$ cat src/rtl/fic_pkg.sv
// ----------------------------------------------------------------------------
// Firmware image checker package
// Types, codes and constants shared by the firmware image checker modules.
// ----------------------------------------------------------------------------
package fic_pkg;

   localparam int unsigned CSR_INDEX_BITS = 8;
   localparam int unsigned CSR_DATA_BITS  = 24;
   localparam int unsigned SIZE_BITS      = 24;

   localparam logic [CSR_INDEX_BITS-1:0] CSR_MIN_SIZE = 8'd0;
   localparam logic [CSR_INDEX_BITS-1:0] CSR_MAX_SIZE = 8'd1;

   localparam logic [SIZE_BITS-1:0] MIN_SIZE_RESET = 24'd1024;
   localparam logic [SIZE_BITS-1:0] MAX_SIZE_RESET = 24'hFF_FFFF;

   localparam logic [15:0] MOD_SUM = 16'hFFFF;

   localparam int unsigned PREFIX_LEN  = 8;
   localparam int unsigned OFF_VERSION = 'h0C;
   localparam int unsigned OFF_BUILD   = 'h10;
   localparam int unsigned OFF_REGIONS = 'h14;
   localparam int unsigned V3_MIN_LEN  = 'h18;
   localparam logic [31:0] MAX_REGIONS = 32'd64;

   localparam logic [7:0] MAGIC_V3 [PREFIX_LEN] = '{
      8'h5F, 8'h5F, 8'h4D, 8'h54, 8'h37, 8'h36, 8'h5F, 8'h5F
   };
   localparam logic [7:0] MAGIC_PATCH [PREFIX_LEN] = '{
      8'h4D, 8'h54, 8'h4B, 8'h5F, 8'h50, 8'h41, 8'h54, 8'h43
   };

   typedef enum logic [1:0] {
      STATUS_OK     = 2'd0,
      STATUS_SIZE   = 2'd1,
      STATUS_REGION = 2'd2
   } status_type;

   typedef enum logic [1:0] {
      FLAVOUR_RAW   = 2'd0,
      FLAVOUR_V3    = 2'd1,
      FLAVOUR_PATCH = 2'd2
   } flavour_type;

   typedef struct packed {
      logic [7:0] byte_value;
      logic       last_byte;
   } req_type;

   typedef struct packed {
      status_type           status;
      flavour_type          flavour;
      logic [31:0]          image_version;
      logic [31:0]          build_stamp;
      logic [31:0]          num_regions;
      logic [31:0]          checksum;
      logic [SIZE_BITS-1:0] image_length;
   } rsp_type;

   typedef struct packed {
      logic [SIZE_BITS-1:0] min_size;
      logic [SIZE_BITS-1:0] max_size;
   } cfg_type;

   // Add two 16-bit values modulo 0xFFFF; either input may itself be 0xFFFF.
   function automatic logic [15:0] mod_add(input logic [15:0] a, input logic [15:0] b);
      logic [16:0] s;
      logic [15:0] r;
      s = {1'b0, a} + {1'b0, b};
      if (s >= {MOD_SUM, 1'b0}) begin
         r = 16'd0;
      end else if (s >= {1'b0, MOD_SUM}) begin
         r = 16'(s - {1'b0, MOD_SUM});
      end else begin
         r = s[15:0];
      end
      return r;
   endfunction

endpackage

$ cat src/rtl/firmware_image_checker_unit.sv
// ----------------------------------------------------------------------------
// Firmware image checker
// Streams a firmware image byte by byte, keeps a Fletcher-32 checksum,
// classifies the image by its magic prefix and checks size and region count.
//
//   Port group   Direction  Handshake          Transaction
//   req_*        in         req_valid/ready    one image byte and last flag
//   rsp_*        out        rsp_valid/ready    one result per image
//   csr_*        in         csr_we             write of a size limit
//
// Each byte is held in the input register and is then folded into the
// state, so a new byte is accepted every cycle unless the core stalls.
// The result is loaded into the output register as the core takes the final
// byte from the input register; the core stalls only on a final byte while
// an earlier result waits.
// Reset is synchronous; size limits return to defaults.
// ----------------------------------------------------------------------------
module firmware_image_checker_unit #(
   parameter int unsigned COUNT_BITS = 24
) (
   input  logic                                 clock,
   input  logic                                 reset,
   input  logic                                 req_valid,
   output logic                                 req_ready,
   input  fic_pkg::req_type                     req_data,
   output logic                                 rsp_valid,
   input  logic                                 rsp_ready,
   output fic_pkg::rsp_type                     rsp_data,
   input  logic                                 csr_we,
   input  logic [fic_pkg::CSR_INDEX_BITS-1:0]   csr_index,
   input  logic [fic_pkg::CSR_DATA_BITS-1:0]    csr_wdata
);
   import fic_pkg::*;

   cfg_type cfg;
   logic    item_valid;
   req_type item;
   logic    take;
   logic    out_free;
   logic    result_load;
   rsp_type result;

   fic_csr u_csr (
      .clock     (clock),
      .reset     (reset),
      .csr_we    (csr_we),
      .csr_index (csr_index),
      .csr_wdata (csr_wdata),
      .cfg       (cfg)
   );

   fic_in_reg u_in_reg (
      .clock      (clock),
      .reset      (reset),
      .req_valid  (req_valid),
      .req_ready  (req_ready),
      .req_data   (req_data),
      .item_valid (item_valid),
      .item       (item),
      .take       (take)
   );

   fic_core #(
      .COUNT_BITS (COUNT_BITS)
   ) u_core (
      .clock       (clock),
      .reset       (reset),
      .cfg         (cfg),
      .item_valid  (item_valid),
      .item        (item),
      .out_free    (out_free),
      .take        (take),
      .result_load (result_load),
      .result      (result)
   );

   fic_out_reg u_out_reg (
      .clock     (clock),
      .reset     (reset),
      .load      (result_load),
      .data      (result),
      .out_free  (out_free),
      .rsp_valid (rsp_valid),
      .rsp_ready (rsp_ready),
      .rsp_data  (rsp_data)
   );

endmodule

$ cat src/rtl/fic_csr.sv
// ----------------------------------------------------------------------------
// Firmware image checker configuration registers
// Holds the minimum and maximum image size limits written over the CSR port.
// ----------------------------------------------------------------------------
module fic_csr (
   input  logic                                 clock,
   input  logic                                 reset,
   input  logic                                 csr_we,
   input  logic [fic_pkg::CSR_INDEX_BITS-1:0]   csr_index,
   input  logic [fic_pkg::CSR_DATA_BITS-1:0]    csr_wdata,
   output fic_pkg::cfg_type                     cfg
);
   import fic_pkg::*;

   cfg_type cfg_ff;
   cfg_type cfg_in;

   always_comb begin
      cfg_in = cfg_ff;
      if (csr_we) begin
         unique case (csr_index)
            CSR_MIN_SIZE: cfg_in.min_size = SIZE_BITS'(csr_wdata);
            CSR_MAX_SIZE: cfg_in.max_size = SIZE_BITS'(csr_wdata);
            default:      cfg_in = cfg_ff;
         endcase
      end
   end

   always_ff @(posedge clock) begin
      if (reset) begin
         cfg_ff.min_size <= MIN_SIZE_RESET;
         cfg_ff.max_size <= MAX_SIZE_RESET;
      end else begin
         cfg_ff <= cfg_in;
      end
   end

   assign cfg = cfg_ff;

endmodule

$ cat src/rtl/fic_in_reg.sv
// ----------------------------------------------------------------------------
// Firmware image checker input register
// Registers one incoming byte transaction and holds it until the core takes it.
// ----------------------------------------------------------------------------
module fic_in_reg (
   input  logic             clock,
   input  logic             reset,
   input  logic             req_valid,
   output logic             req_ready,
   input  fic_pkg::req_type req_data,
   output logic             item_valid,
   output fic_pkg::req_type item,
   input  logic             take
);
   import fic_pkg::*;

   logic    valid_ff;
   logic    valid_in;
   req_type item_ff;

   assign req_ready = !valid_ff || take;
   assign valid_in  = (req_valid && req_ready) || (valid_ff && !take);

   always_ff @(posedge clock) begin
      if (reset) begin
         valid_ff <= 1'b0;
      end else begin
         valid_ff <= valid_in;
      end
   end

   always_ff @(posedge clock) begin
      if (req_valid && req_ready) begin
         item_ff <= req_data;
      end
   end

   assign item_valid = valid_ff;
   assign item       = item_ff;

endmodule

$ cat src/rtl/fic_core.sv
// ----------------------------------------------------------------------------
// Firmware image checker core
// Updates the running Fletcher-32 sums, prefix matches and header words for
// one byte, and forms the image result on the final byte.
// ----------------------------------------------------------------------------
module fic_core #(
   parameter int unsigned COUNT_BITS = 24
) (
   input  logic             clock,
   input  logic             reset,
   input  fic_pkg::cfg_type cfg,
   input  logic             item_valid,
   input  fic_pkg::req_type item,
   input  logic             out_free,
   output logic             take,
   output logic             result_load,
   output fic_pkg::rsp_type result
);
   import fic_pkg::*;

   localparam int unsigned CMP_BITS = (COUNT_BITS > SIZE_BITS) ? COUNT_BITS : SIZE_BITS;
   localparam logic [COUNT_BITS-1:0] MAX_COUNT = {COUNT_BITS{1'b1}};

   logic [COUNT_BITS-1:0] count_ff, count_in;
   logic                  ovf_ff, ovf_in;
   logic [15:0]           low_ff, low_in;
   logic [15:0]           high_ff, high_in;
   logic [7:0]            held_ff, held_in;
   logic                  pending_ff, pending_in;
   logic                  v3_ok_ff, v3_ok_in;
   logic                  patch_ok_ff, patch_ok_in;
   logic [31:0]           version_ff, version_in;
   logic [31:0]           build_ff, build_in;
   logic [31:0]           regions_ff, regions_in;

   logic [COUNT_BITS-1:0] off;
   logic                  counting;
   logic                  add;
   logic [15:0]           word;
   logic [CMP_BITS-1:0]   cmp_len;
   logic                  size_bad;

   assign take        = item_valid && (!item.last_byte || out_free);
   assign result_load = take && item.last_byte;

   always_comb begin
      off         = count_ff;
      counting    = !(ovf_ff || (count_ff == MAX_COUNT));
      count_in    = count_ff;
      ovf_in      = ovf_ff || !counting;
      v3_ok_in    = v3_ok_ff;
      patch_ok_in = patch_ok_ff;
      version_in  = version_ff;
      build_in    = build_ff;
      regions_in  = regions_ff;

      if (counting) begin
         count_in = count_ff + 1'b1;
         if (off < COUNT_BITS'(PREFIX_LEN)) begin
            if (item.byte_value != MAGIC_V3[off[2:0]]) begin
               v3_ok_in = 1'b0;
            end
            if (item.byte_value != MAGIC_PATCH[off[2:0]]) begin
               patch_ok_in = 1'b0;
            end
         end else if (off >= COUNT_BITS'(OFF_VERSION) && off < COUNT_BITS'(OFF_BUILD)) begin
            version_in[{off[1:0], 3'b000} +: 8] = item.byte_value;
         end else if (off >= COUNT_BITS'(OFF_BUILD) && off < COUNT_BITS'(OFF_REGIONS)) begin
            build_in[{off[1:0], 3'b000} +: 8] = item.byte_value;
         end else if (off >= COUNT_BITS'(OFF_REGIONS) && off < COUNT_BITS'(V3_MIN_LEN)) begin
            regions_in[{off[1:0], 3'b000} +: 8] = item.byte_value;
         end
      end

      // A trailing odd byte closes the image as a word with a zero high byte.
      if (pending_ff) begin
         add        = 1'b1;
         word       = {item.byte_value, held_ff};
         held_in    = 8'd0;
         pending_in = 1'b0;
      end else begin
         add        = item.last_byte;
         word       = {8'd0, item.byte_value};
         held_in    = item.byte_value;
         pending_in = 1'b1;
      end

      low_in  = add ? mod_add(low_ff, word) : low_ff;
      high_in = add ? mod_add(high_ff, low_in) : high_ff;

      cmp_len  = CMP_BITS'(count_in);
      size_bad = ovf_in || (cmp_len < CMP_BITS'(cfg.min_size))
                 || (cmp_len > CMP_BITS'(cfg.max_size));

      result = '0;
      if (size_bad) begin
         result.status = STATUS_SIZE;
      end else begin
         result.status       = STATUS_OK;
         result.checksum     = {high_in, low_in};
         result.image_length = SIZE_BITS'(count_in);
         if (count_in >= COUNT_BITS'(V3_MIN_LEN) && v3_ok_in) begin
            result.flavour       = FLAVOUR_V3;
            result.image_version = version_in;
            result.build_stamp   = build_in;
            result.num_regions   = regions_in;
            if (regions_in == 32'd0 || regions_in > MAX_REGIONS) begin
               result.status = STATUS_REGION;
            end
         end else if (count_in >= COUNT_BITS'(PREFIX_LEN) && patch_ok_in) begin
            result.flavour = FLAVOUR_PATCH;
         end
      end

      if (item.last_byte) begin
         count_in    = '0;
         ovf_in      = 1'b0;
         low_in      = MOD_SUM;
         high_in     = MOD_SUM;
         held_in     = 8'd0;
         pending_in  = 1'b0;
         v3_ok_in    = 1'b1;
         patch_ok_in = 1'b1;
         version_in  = 32'd0;
         build_in    = 32'd0;
         regions_in  = 32'd0;
      end
   end

   always_ff @(posedge clock) begin
      if (reset) begin
         count_ff    <= '0;
         ovf_ff      <= 1'b0;
         low_ff      <= MOD_SUM;
         high_ff     <= MOD_SUM;
         held_ff     <= 8'd0;
         pending_ff  <= 1'b0;
         v3_ok_ff    <= 1'b1;
         patch_ok_ff <= 1'b1;
         version_ff  <= 32'd0;
         build_ff    <= 32'd0;
         regions_ff  <= 32'd0;
      end else if (take) begin
         count_ff    <= count_in;
         ovf_ff      <= ovf_in;
         low_ff      <= low_in;
         high_ff     <= high_in;
         held_ff     <= held_in;
         pending_ff  <= pending_in;
         v3_ok_ff    <= v3_ok_in;
         patch_ok_ff <= patch_ok_in;
         version_ff  <= version_in;
         build_ff    <= build_in;
         regions_ff  <= regions_in;
      end
   end

   // The state is back at its reset values after every image.
   assert property (@(posedge clock) disable iff (reset)
      result_load |=> (count_ff == '0 && !ovf_ff && !pending_ff && low_ff == MOD_SUM))
      else $error("image state not cleared after result");

   // Each byte of an image but the last flips the odd-byte flag.
   assert property (@(posedge clock) disable iff (reset)
      (take && !item.last_byte) |=> (pending_ff != $past(pending_ff)))
      else $error("odd-byte flag did not toggle");

   // Overflow only happens once the counter has saturated.
   assert property (@(posedge clock) disable iff (reset)
      ovf_ff |-> (count_ff == MAX_COUNT))
      else $error("overflow flag set below saturation");

   // A result is only produced when the output register can take it.
   assert property (@(posedge clock) disable iff (reset)
      result_load |-> out_free)
      else $error("result loaded into a busy output register");

endmodule

$ cat src/rtl/fic_out_reg.sv
// ----------------------------------------------------------------------------
// Firmware image checker output register
// Holds one result transaction until the consumer accepts it.
// ----------------------------------------------------------------------------
module fic_out_reg (
   input  logic             clock,
   input  logic             reset,
   input  logic             load,
   input  fic_pkg::rsp_type data,
   output logic             out_free,
   output logic             rsp_valid,
   input  logic             rsp_ready,
   output fic_pkg::rsp_type rsp_data
);
   import fic_pkg::*;

   logic    valid_ff;
   logic    valid_in;
   rsp_type data_ff;

   assign out_free = !valid_ff || rsp_ready;
   assign valid_in = load || (valid_ff && !rsp_ready);

   always_ff @(posedge clock) begin
      if (reset) begin
         valid_ff <= 1'b0;
      end else begin
         valid_ff <= valid_in;
      end
   end

   always_ff @(posedge clock) begin
      if (load) begin
         data_ff <= data;
      end
   end

   assign rsp_valid = valid_ff;
   assign rsp_data  = data_ff;

endmodule
$ cat config.mk
export PLATFORM = sky130hd
export DESIGN_NAME = firmware_image_checker_unit
export DESIGN_NICKNAME = d
export VERILOG_FILES = /design/src/rtl/fic_pkg.sv /design/src/rtl/firmware_image_checker_unit.sv /design/src/rtl/fic_csr.sv /design/src/rtl/fic_in_reg.sv /design/src/rtl/fic_core.sv /design/src/rtl/fic_out_reg.sv
export SDC_FILE = /design/constraint.sdc
export NUM_CORES = 1
export LEC_CHECK = 0
export BUFFER_PORTS_ARGS = -buffer_cell sky130_fd_sc_hd__buf_2
export CORE_AREA = 2 2 218 220
export CTS_CLUSTER_DIAMETER = 150
export DETAILED_ROUTE_END_ITERATION = 6
export DIE_AREA = 0 0 220 222
export GPL_ROUTABILITY_DRIVEN = 0
export PLACE_DENSITY_LB_ADDON = 0.12
export SYNTH_ARGS = -nofsm -noshare
export SYNTH_HDL_FRONTEND = slang
export SYNTH_SLANG_ARGS = --single-unit
export TNS_END_PERCENT = 50
$ cat constraint.sdc
create_clock -name clock -period 27.1 [get_ports clock]
set_input_delay 1.355 -clock clock [delete_from_list [all_inputs] [get_ports clock]]
set_output_delay 1.355 -clock clock [all_outputs]
set_load 0.01 [all_outputs]
**Word level (Yosys, flattened, before mapping)**

Memories as Yosys holds them, arrays and structs flattened.
Cells that the tools add are included.
W data, S select, Z words.

- Register bits after elaboration: 379
- Bits in latches: 0
- Memory bits (writable): 0
- ROM bits: 128
- Bits of input ports: 46
- Output and inout bits: 158
- Logic and storage cells: 141
- Memories: 2

Memory list:

| memory | depth | width | rd ports | clocked after Yosys merged registers in | wr ports | line | RTL |
|---|---|---|---|---|---|---|---|
| (name not given) | 8 | 8 | 1 | 0 | 0 | fic_core.sv:60 | `if (item.byte_value != MAGIC_V3[off[2:0]]) begin` |
| (name not given) | 8 | 8 | 1 | 0 | 0 | fic_core.sv:63 | `if (item.byte_value != MAGIC_PATCH[off[2:0]]) begin` |

- Add/sub/neg operators: 6
- Multipliers: 0
- Divide/modulo/power cells: 0
- Magnitude comparators: 17
- Equal/unequal tests: 4
- Shift-type cells: 2
- Multiplexer cells: 51
- Bitwise operators: 2
- Reductions and logical operators: 31

Operators by type and width:

| operator | number |
|---|---|
| $mux W32 | 15 |
| $mux W16 | 9 |
| $bwmux W32 | 3 |
| $ge A24 B5 Y1 const B | 3 |
| $lt A24 B5 Y1 const B | 3 |
| $ge A24 B4 Y1 const B | 2 |
| $mux W24 | 2 |
| $mux W8 | 6 |
| $add A16 B16 Y17 | 2 |
| $ge A17 B16 Y1 const B | 2 |
| $ge A17 B17 Y1 const B | 2 |
| $gt A32 B7 Y1 const B | 1 |
| $logic_not A32 Y1 | 1 |
| $shift A8 B7 Y32 const A | 1 |
| $shiftx A8 B7 Y32 | 1 |
| $sub A16 B16 Y16 const B | 2 |
| $add A24 B1 Y24 const B | 1 |
| $eq A24 B24 Y1 const B | 1 |
| $gt A24 B24 Y1 | 1 |
| $lt A24 B24 Y1 | 1 |
| $lt A24 B4 Y1 const B | 1 |
| $ne A8 B8 Y1 | 2 |
| $mux W1 | 14 |
| $logic_and A1 B1 Y1 | 10 |
| 11 further kinds | 27 |

**Depth between registers and ports, before layout**

Gate-level depths: netlist of run 1.

- Depth in word-level cells: 12
- Mapped depth: 30
- Mapped depth without buffers: 26

**Cells and area by module**

A second synthesis of run 1 with hierarchy kept.

- Cells, all modules: 2273
- Area total of the unflattened synthesis: 20440.9 um^2

Modules (own cells, without submodules):

| module | instances | cells each | area an instance (um^2) | seq. area each (um^2) |
|---|---|---|---|---|
| fic_core | 1 | 1889 | 13299.0 | 3283.1 |
| fic_out_reg | 1 | 160 | 4730.8 | 4704.5 |
| fic_csr | 1 | 210 | 2085.8 | 960.9 |
| fic_in_reg | 1 | 14 | 325.3 | 290.3 |

**Least setup slack after synthesis of run 1**

Ideal clock, no wire load.

- Path kind: input to register
- Start point: input rsp_ready
- End point: register u_core.low_ff[4]
- Library setup time: 87 ps
- Arrival time: 9424 ps
- Required time: 27013 ps
- Path slack: 17589 ps
- Cell stages on the path: 9
- Buffers on the path: 2
- Path through: nor2b_1 > nand2_1 > nand2_1 > nor2_1 > or2_2 > clkbuf_1 > clkbuf_1 > a21oi_1 > o31ai_1

- Longest elaborated chain between the ends: 3

Ends and longest elaborated chain:

| element | line | RTL |
|---|---|---|
| start, declared | firmware_image_checker_unit.sv:27 | `input logic rsp_ready,` |
| $logic_or A1 B1 Y1 | fic_out_reg.sv:21 | `assign out_free = !valid_ff \|\| rsp_ready;` |
| $logic_or A1 B1 Y1 | fic_core.sv:43 | `assign take = item_valid && (!item.last_byte \|\| out_free);` |
| $logic_and A1 B1 Y1 | fic_core.sv:43 |  |
| end signal, assigned | fic_core.sv:146 | `low_ff <= low_in;` |
| end, declared | fic_core.sv:26 | `logic [15:0] low_ff, low_in;` |

Every way passes these cells.
A chain may end at the register's enable or synchronous reset.

**Worst setup path in the final report of run 1**

- Start point: register u_core.pending_ff
- End point: register u_core.high_ff[13]

- Longest elaborated chain between the ends: 12
- Elaborated cells on any way between the ends: 17
- Classes of those cells: add/sub (4); order compare (4); mux (9)

Ends and longest elaborated chain:

| element | line | RTL |
|---|---|---|
| start, declared | fic_core.sv:29 | `logic pending_ff, pending_in;` |
| start signal, assigned | fic_core.sv:149 | `pending_ff <= pending_in;` |
| $mux W16 | fic_core.sv:76 | `if (pending_ff) begin` |
| $add A16 B16 Y17 | fic_pkg.sv:69 | `s = {1'b0, a} + {1'b0, b};` |
| $sub A16 B16 Y16 or $ge A17 B16 Y1 (tied branches) | fic_pkg.sv:73, fic_pkg.sv:72 |  |
| $mux W16 | fic_pkg.sv:72 | `end else if (s >= {1'b0, MOD_SUM}) begin` |
| $mux W16 | fic_pkg.sv:70 | `if (s >= {MOD_SUM, 1'b0}) begin` |
| $mux W16 | fic_core.sv:88 | `low_in = add ? mod_add(low_ff, word) : low_ff;` |
| $add A16 B16 Y17 | fic_pkg.sv:69 |  |
| $sub A16 B16 Y16 or $ge A17 B16 Y1 (tied branches) | fic_pkg.sv:73, fic_pkg.sv:72 |  |
| $mux W16 | fic_pkg.sv:72 |  |
| $mux W16 | fic_pkg.sv:70 |  |
| $mux W16 (*) | fic_core.sv:89 | `high_in = add ? mod_add(high_ff, low_in) : high_ff;` |
| $mux W16 (*) | fic_core.sv:115 | `if (item.last_byte) begin` |
| end signal, assigned | fic_core.sv:147 | `high_ff <= high_in;` |
| end, declared | fic_core.sv:27 | `logic [15:0] high_ff, high_in;` |

Every way passes the cells marked *; elsewhere a longest branch is shown, timed or not.

==> metrics.cfg, run 1 <==
[critical_path]
critPathCaptureType=flip-flop
cp.arrival_ns=8.79
worst-setup-path-type=flip-flop to flip-flop
worstRegToRegCells=24
crit_fanout=21
slowest_stage=dfxtp_1
start_kind=flip-flop
cp_data_required_time_ns=27.56
path_cells=nand2_1, o21ai_0, ha_1, inv_1, fa_1, nand2b_1, a21bo_2, a21oi_1, nor4_1, nor3_1, nand4b_1, o31ai_1, mux2_2, a22o_1, ha_1, a21o_1, nand4_1, a21bo_2, a21o_1, a211oi_1, nand4_1, a2111oi_1, nor2_1, a221o_1
cpPeakStageDelay_ns=0.78

[global_routing]
grt_pass1_wl_um=93100
grt_max_degree=158
grt_pass1_vias=16934
grt_overflow=0
track_usage_pct=23.8
antenna_found_initial=1

[final_layout]
finalInstanceArea_um2=23300
layout_commonest_cell=nor2_1
final_cell_mix=nor2_1, dfxtp_1, nand2_1
area_growth_pct=13.0
multiInputGateArea_um2=10500
antenna_cells=0
fin_nets=2545
fillerInstances=4402
seqCellArea_um2=9240
drive_gt1_share_pct=13.4

[route]
drtAntennaViolNets=0
drtIter0Drc=1488
first_pass_iters=5
vias_per_cell=5.79
wire_per_inst_um=19.4
vias=17610
routed_wl_um=58900
drc=0

[sta]
maxSlewHeadroom_pct=17.3
period_share_pct=30.7
max_freq_ghz=0.120
rsz0062_at_grt=false
skew_ns=0.0171
finalHoldViolCount=0
slew_viol_final=0
setup_viol=0
fin_crit_ns=8.33
fin_tns_setup_ns=0
worstMarginPinSlew_ns=1.24

[synth]
netlist_area_um2=20600
syn-instance-count=2277
syn-num-nets=2418
ys_ff_latch=379
async_reset_ff_share_pct=0
seq_area_frac_synth_pct=44.8
syn_area_per_cell_um2=9.06
synth_top_flop_cell=dfxtp_1
synth_cell_types=83
yosys_warnings=0
synth_edf_count=165

[cts]
path_clk_slew_ns=0.06
clk_latency_ns=0.58
hold_buffers=0
h-tree-depth=2
clk_path_buf_depth=3
clkSinkCount=379
numCtsBuffers=41
cts_root_buffer=clkbuf_16
post_cts_resized=0
cts_tree=built
post_cts_buffers=0

[die]
row_count=79
die_h_um=222
dieArea_um2=48800
boundaryPins=204
start_util_pct=44.6
die_w_um=220
coreArea_um2=46300

[placement]
placed_cell_area_um2=22100
io_buffers=203
dpl.hpwl_um=41600

[outcome]
status=completed

[power]
power_density_nw_per_um2=60.2
p_leak_nw=9.36
peakVddDrop_mv=0.0465

[min_path]
hold_depth=2
hold_class=flip-flop to flip-flop

[job]
timing.max_cap.violations=0

path summary, 6_finish.rpt:
path                        endpoint  slack [ns]              start
hold reg to reg        u_csr.cfg[17]        0.47      u_csr.cfg[17]
hold / removal         u_csr.cfg[17]        0.47      u_csr.cfg[17]
setup / recovery  u_core.high_ff[13]       18.77  u_core.pending_ff
setup reg to reg  u_core.high_ff[13]       18.77  u_core.pending_ff
Yosys cell counts (11+ instances only):
master    number  area, µm²
o21a_1        17        128
buf_2         21        105
nand4_1       33        206
and4_1        11       96.3
a22o_1        44        385
nand2_1      212        796
o211ai_1      15        113
a211oi_1      11       82.6
buf_1         12       45.0
or3_1         11       68.8
xor2_1        16        140
a21oi_1      142        711
a22oi_1      105        788
nor2b_1       13       81.3
and3_1        11       68.8
nor2_1       379       1420
inv_1         86        323
xnor2_1       33        289
clkbuf_1     107        402
a21o_1        33        248
a31oi_1       14       87.6
nor4_1        25        156
o21ai_0       37        185
nand3b_1      26        195
ha_1          93       1160
a221o_1       31        310
a32oi_1       24        210
mux2i_1       46        460
dfxtp_1      214       4280
nor3_1        32        160
nand3_1       46        230
edfxtp_1     165       4950
and2_1        62        388
worst max-delay path, delay by kind of cell, from the launching register on:
kind	cells	cell delay, ns
AO/OA/AOI/OAI	11	3.46
AND/OR/NAND/NOR	8	2.55
flip-flops	1	0.78
multiplexers	1	0.43
buffers and inverters	1	0.06
adder cells (fa/ha/maj)	3	0.93
metrics by stage:
stage               hold WS, ns  utilization (%)  std cells  setup WS (ns)  power, W
detailed placement        0.455             47.7       2968          18.95  0.000876
global placement          0.442             47.7       2968          19.18  0.000872
global route              0.487             50.4       3044          18.09   0.00147
CTS                       0.469             50.4       3044          18.92   0.00141
finish                    0.467             50.4       3044          18.77   0.00141
floorplan                 0.431                -       2277          17.59  0.000815
kinds of logic (layout without fill, tap and decap cells):
| group | count (synthesis) | after routing | synth area share (%) |
|---|---|---|---|
| DFF | 379 | 379 | 44.8 |
| adders and majority gates | 95 | 95 | 5.83 |
| and+or+nand+nor | 908 | 908 | 20.7 |
| AOI/OAI and AO/OA | 559 | 559 | 19.4 |
| muxes | 55 | 55 | 2.72 |
| buffers and inverters | 232 | 392 | 4.48 |
| xor gates and xnor gates | 49 | 49 | 2.08 |
state kept, by name (all words and copies together) (netlist names), 8 cells and up:
name / count
u_core.version_ff: 32
u_csr.cfg: 48
u_core.regions_ff: 32
u_core.held_ff: 8
u_core.low_ff: 16
u_core.high_ff: 16
u_core.build_ff: 32
u_out_reg.rsp_data: 156
u_core.count_ff: 24
u_in_reg.item: 9
area by class of cell:
cell class / count / share of cell area (%)
clock buffers: 54 / 4.74
clock inverters: 22 / 0.719
inverters: 87 / 1.40
multi-input cells: 1666 / 45.0
flip-flops and latches: 379 / 39.6
well taps: 607 / 3.26
repair buffers: 229 / 5.26
power by group:
part,internal (W),switching (W)
Combinational,0.0000907,0.000170
Clock,0.000300,0.000236
Sequential,0.000601,0.00000709
layer usage:
metal / part of all wire [%] / routed length, µm / track usage, %
met4: 2.4 / 1390 / 6.65
met5: 0.022 / 13 / 0
met1: 46 / 27000 / 33.2
met2: 46 / 27100 / 38.1
met3: 5.9 / 3450 / 3.96
(Power assumes the default switching activity.)
==> run 2: changes to the inputs <==
--- a/config.mk
+++ b/config.mk
@@ -5,11 +5,12 @@
 export SDC_FILE = /design/constraint.sdc
 export NUM_CORES = 1
 export LEC_CHECK = 0
+export ABC_AREA = 1
 export BUFFER_PORTS_ARGS = -buffer_cell sky130_fd_sc_hd__buf_2
-export CORE_AREA = 2 2 218 220
+export CORE_AREA = 2 2 223 225
 export CTS_CLUSTER_DIAMETER = 150
 export DETAILED_ROUTE_END_ITERATION = 6
-export DIE_AREA = 0 0 220 222
+export DIE_AREA = 0 0 225 227
 export GPL_ROUTABILITY_DRIVEN = 0
 export PLACE_DENSITY_LB_ADDON = 0.12
 export SYNTH_ARGS = -nofsm -noshare
==> constraint.sdc (replaced) <==
create_clock -name clock -period 7.65 [get_ports clock]
set_input_delay 0.3825 -clock clock [delete_from_list [all_inputs] [get_ports clock]]
set_output_delay 0.3825 -clock clock [all_outputs]
set_load 0.01 [all_outputs]
==> metrics.cfg, run 2 <==
[die]
dieArea_um2=51100  ; +4.6%
die_w_um=225  ; +2.3%
coreArea_um2=48500  ; +4.9%
row_count=81  ; +2.5%
boundaryPins=204  ; unchanged
die_h_um=227  ; +2.3%
start_util_pct=44.7  ; +0.12 points

[power]
power_density_nw_per_um2=219  ; +260%
peakVddDrop_mv=0.203  ; +340%
p_leak_nw=10.9  ; +17%

[critical_path]
cpPeakStageDelay_ns=0.55  ; -0.23 ns
r2r-start=u_in_reg.item[1]
start_kind=flip-flop
slowest_stage=edfxtp_1
crit_fanout=16  ; -24%
reg2reg_to=u_out_reg.rsp_data[41]
critical_path.most_common_cell=nand2_1
worst-setup-path-type=flip-flop to flip-flop
worstSetupStartpoint=u_in_reg.item[1]
critPathCaptureType=flip-flop
worstRegToRegCells=41  ; +71%
cp.arrival_ns=7.17  ; -1.62 ns
cp_data_required_time_ns=7.97  ; -19.59 ns
rrSetupSlack_ns=0.80  ; -17.97 ns

[final_layout]
antenna_cells=0  ; unchanged
fin_nets=3317  ; +30%
drive_gt1_share_pct=11.3  ; -2.1 points
stdcell_count=3834  ; +26%
layout_commonest_cell=nand2_1
largest_reg_flops=156  ; unchanged
finalInstanceArea_um2=24800  ; +6.3%
final_util_pct=51.1  ; +0.63 points
area_growth_pct=14.2
fillerInstances=4751  ; +7.9%
final_cell_mix=nand2_1, inv_1, nor2_1

[synth]
synth_edf_count=165  ; unchanged
synth_area_leaders=edfxtp_1, dfxtp_1, nand2_1
ys_ff_latch=379  ; unchanged
yosys_warnings=0  ; unchanged
ys_top_cells_by_count=nand2_1, inv_1, nor2_1, a21oi_1, dfxtp_1
async_reset_ff_share_pct=0  ; unchanged
syn-instance-count=3012  ; +32%
seq_area_frac_synth_pct=42.5  ; -2.2 points
syn_area_per_cell_um2=7.21  ; -20%
synth_top_area_share_pct=22.8  ; -1.2 points
synth.most_common_cell=nand2_1
netlist_area_um2=21700  ; +5.2%
yosysTopAreaCell=edfxtp_1
synth_top_flop_cell=dfxtp_1
synth_cell_types=48  ; -42%
syn-num-nets=3153  ; +30%

[global_routing]
antenna_found_initial=0  ; -1
grt_overflow=0  ; unchanged
grt_pass1_wl_um=102000  ; +9.3%
track_usage_pct=25.1  ; +1.3 points
grt_max_degree=92  ; -42%
grt_pass1_vias=19125  ; +13%

[min_path]
whs_endpoint=u_csr.cfg[0]
hold_depth=3  ; +1
hold_start=csr_wdata[0]
hold_class=primary input to flip-flop

[route]
first_pass_iters=6  ; +1
drtAntennaViolNets=0  ; unchanged
routed_wl_um=64900  ; +10%
drc=0  ; unchanged
wire_per_inst_um=16.9  ; -13%
vias=20355  ; +16%
vias_per_cell=5.31  ; -8.2%
drtIter0Drc=1859  ; +25%

[cts]
clkSinkCount=379  ; unchanged
cts_tree=built
path_clk_slew_ns=0.06  ; about the same
clk_path_buf_depth=3  ; unchanged
numCtsBuffers=45  ; +9.8%
cts_root_buffer=clkbuf_16
clk_latency_ns=0.57  ; about the same
h-tree-depth=2  ; unchanged

[sta]
worstMarginPinSlew_ns=1.09  ; -0.154 ns
maxSlewHeadroom_pct=27.3  ; +10 points
fin_tns_setup_ns=0  ; unchanged
rsz0062_at_grt=false
period_share_pct=89.6  ; +59 points
finalHoldViolCount=0  ; unchanged
max_freq_ghz=0.146  ; +22%
setup_viol=0  ; unchanged
fin_crit_ns=6.85  ; -1.48 ns
skew_ns=0.0181  ; +0.000963 ns
hold_ws_ns=0.0409  ; -0.426 ns
slew_viol_final=0  ; unchanged

[placement]
dpl.hpwl_um=46600  ; +12%
io_buffers=203  ; unchanged
placed_cell_area_um2=23200  ; +5.3%
dpl.cell_count=3742  ; +26%

[outcome]
status=completed

[job]
timing.max_cap.violations=0  ; unchanged

-- run 2: cell count changes in the layout (fill, tap and decap cells not counted), moves of 33 or more --
| cell | previous run | this run |
|---|---|---|
| a22oi_1 | 105 | 0 |
| a22o_1 | 44 | 0 |
| o21ai_0 | 37 | 83 |
| nor2_1 | 377 | 326 |
| nand3_1 | 46 | 143 |
| a21oi_1 | 142 | 249 |
| and2_1 | 62 | 3 |
| inv_1 | 86 | 378 |
| nand2_1 | 212 | 911 |
| a21o_1 | 33 | 0 |
-- run 2: worst max-delay path by stage --
stage,end,slack (ns)
global placement,u_out_reg.rsp_data[51],1.24
CTS,u_out_reg.rsp_data[41],0.83
floorplan,u_out_reg.rsp_data[42],1.89
finish,u_out_reg.rsp_data[41],0.80
detailed placement,u_out_reg.rsp_data[41],0.86
global route,u_out_reg.rsp_data[51],0.11
-- run 2: area by class of cell --
type / instances / area (µm²) / area share, %
multi-input combinational: 2130 / 10600 / 42.6
sequential: 379 / 9240 / 37.3
inverter: 384 / 1450 / 5.83
timing repair buffer: 236 / 1290 / 5.20
clock buffer: 62 / 1250 / 5.05
tap: 622 / 778 / 3.14
clock inverter: 21 / 224 / 0.903
-- run 2: cell families (layout without fill, tap and decap cells) --
logic type	Yosys count	after routing	synth area share [%]
AOI/OAI and AO/OA	440	440	11.2
adders and majority gates	95	95	5.54
and+or+nand+nor	1528	1528	28.9
buffers and inverters	503	703	8.94
xor gates and xnor gates	38	38	1.53
muxes	29	29	1.41
DFF	379	379	42.5
-- run 2: stage by stage --
step | setup slack (ns) | power (W)
2_1_floorplan | 1.89 | 0.00302
3_3_place_gp | 1.24 | 0.00329
3_5_place_dp | 0.863 | 0.00330
4_1_cts | 0.833 | 0.00546
5_1_grt | 0.111 | 0.00570
6_report | 0.799 | 0.00543
-- run 2: critical path: cells and delay by family (launching register included) --
| kind | cells | cell delay [ns] |
|---|---|---|
| AOI/OAI and AO/OA | 3 | 0.60 |
| adders and majority gates | 3 | 1.02 |
| buffers and inverters | 7 | 0.93 |
| DFF | 1 | 0.55 |
| and+or+nand+nor | 28 | 3.50 |
-- run 2: where the power goes --
| part | total, W | switching, W | internal [W] | leakage (nW) |
|---|---|---|---|---|
| Combinational | 0.00111 | 0.000771 | 0.000335 | 6.92 |
| Sequential | 0.00218 | 0.0000354 | 0.00214 | 3.30 |
| Clock | 0.00215 | 0.000869 | 0.00128 | 0.726 |
| Total | 0.00543 | 0.00168 | 0.00376 | 10.9 |
-- run 2: repair_timing --
action,in CTS,in global routing
setup buffers,0,0
gates resized for setup,0,1
hold buffers,9,0
hold endpoints to repair,9,0
endpoints found under the setup margin,0,4
-- run 2: metal layers --
layer  vias up  wire, µm  track usage, %
met5         -         0               0
met4         0      2150            8.82
met3       129      3960            3.10
met2       733     29800            41.7
met1      9451     29000            33.9
li1      10042         -               -
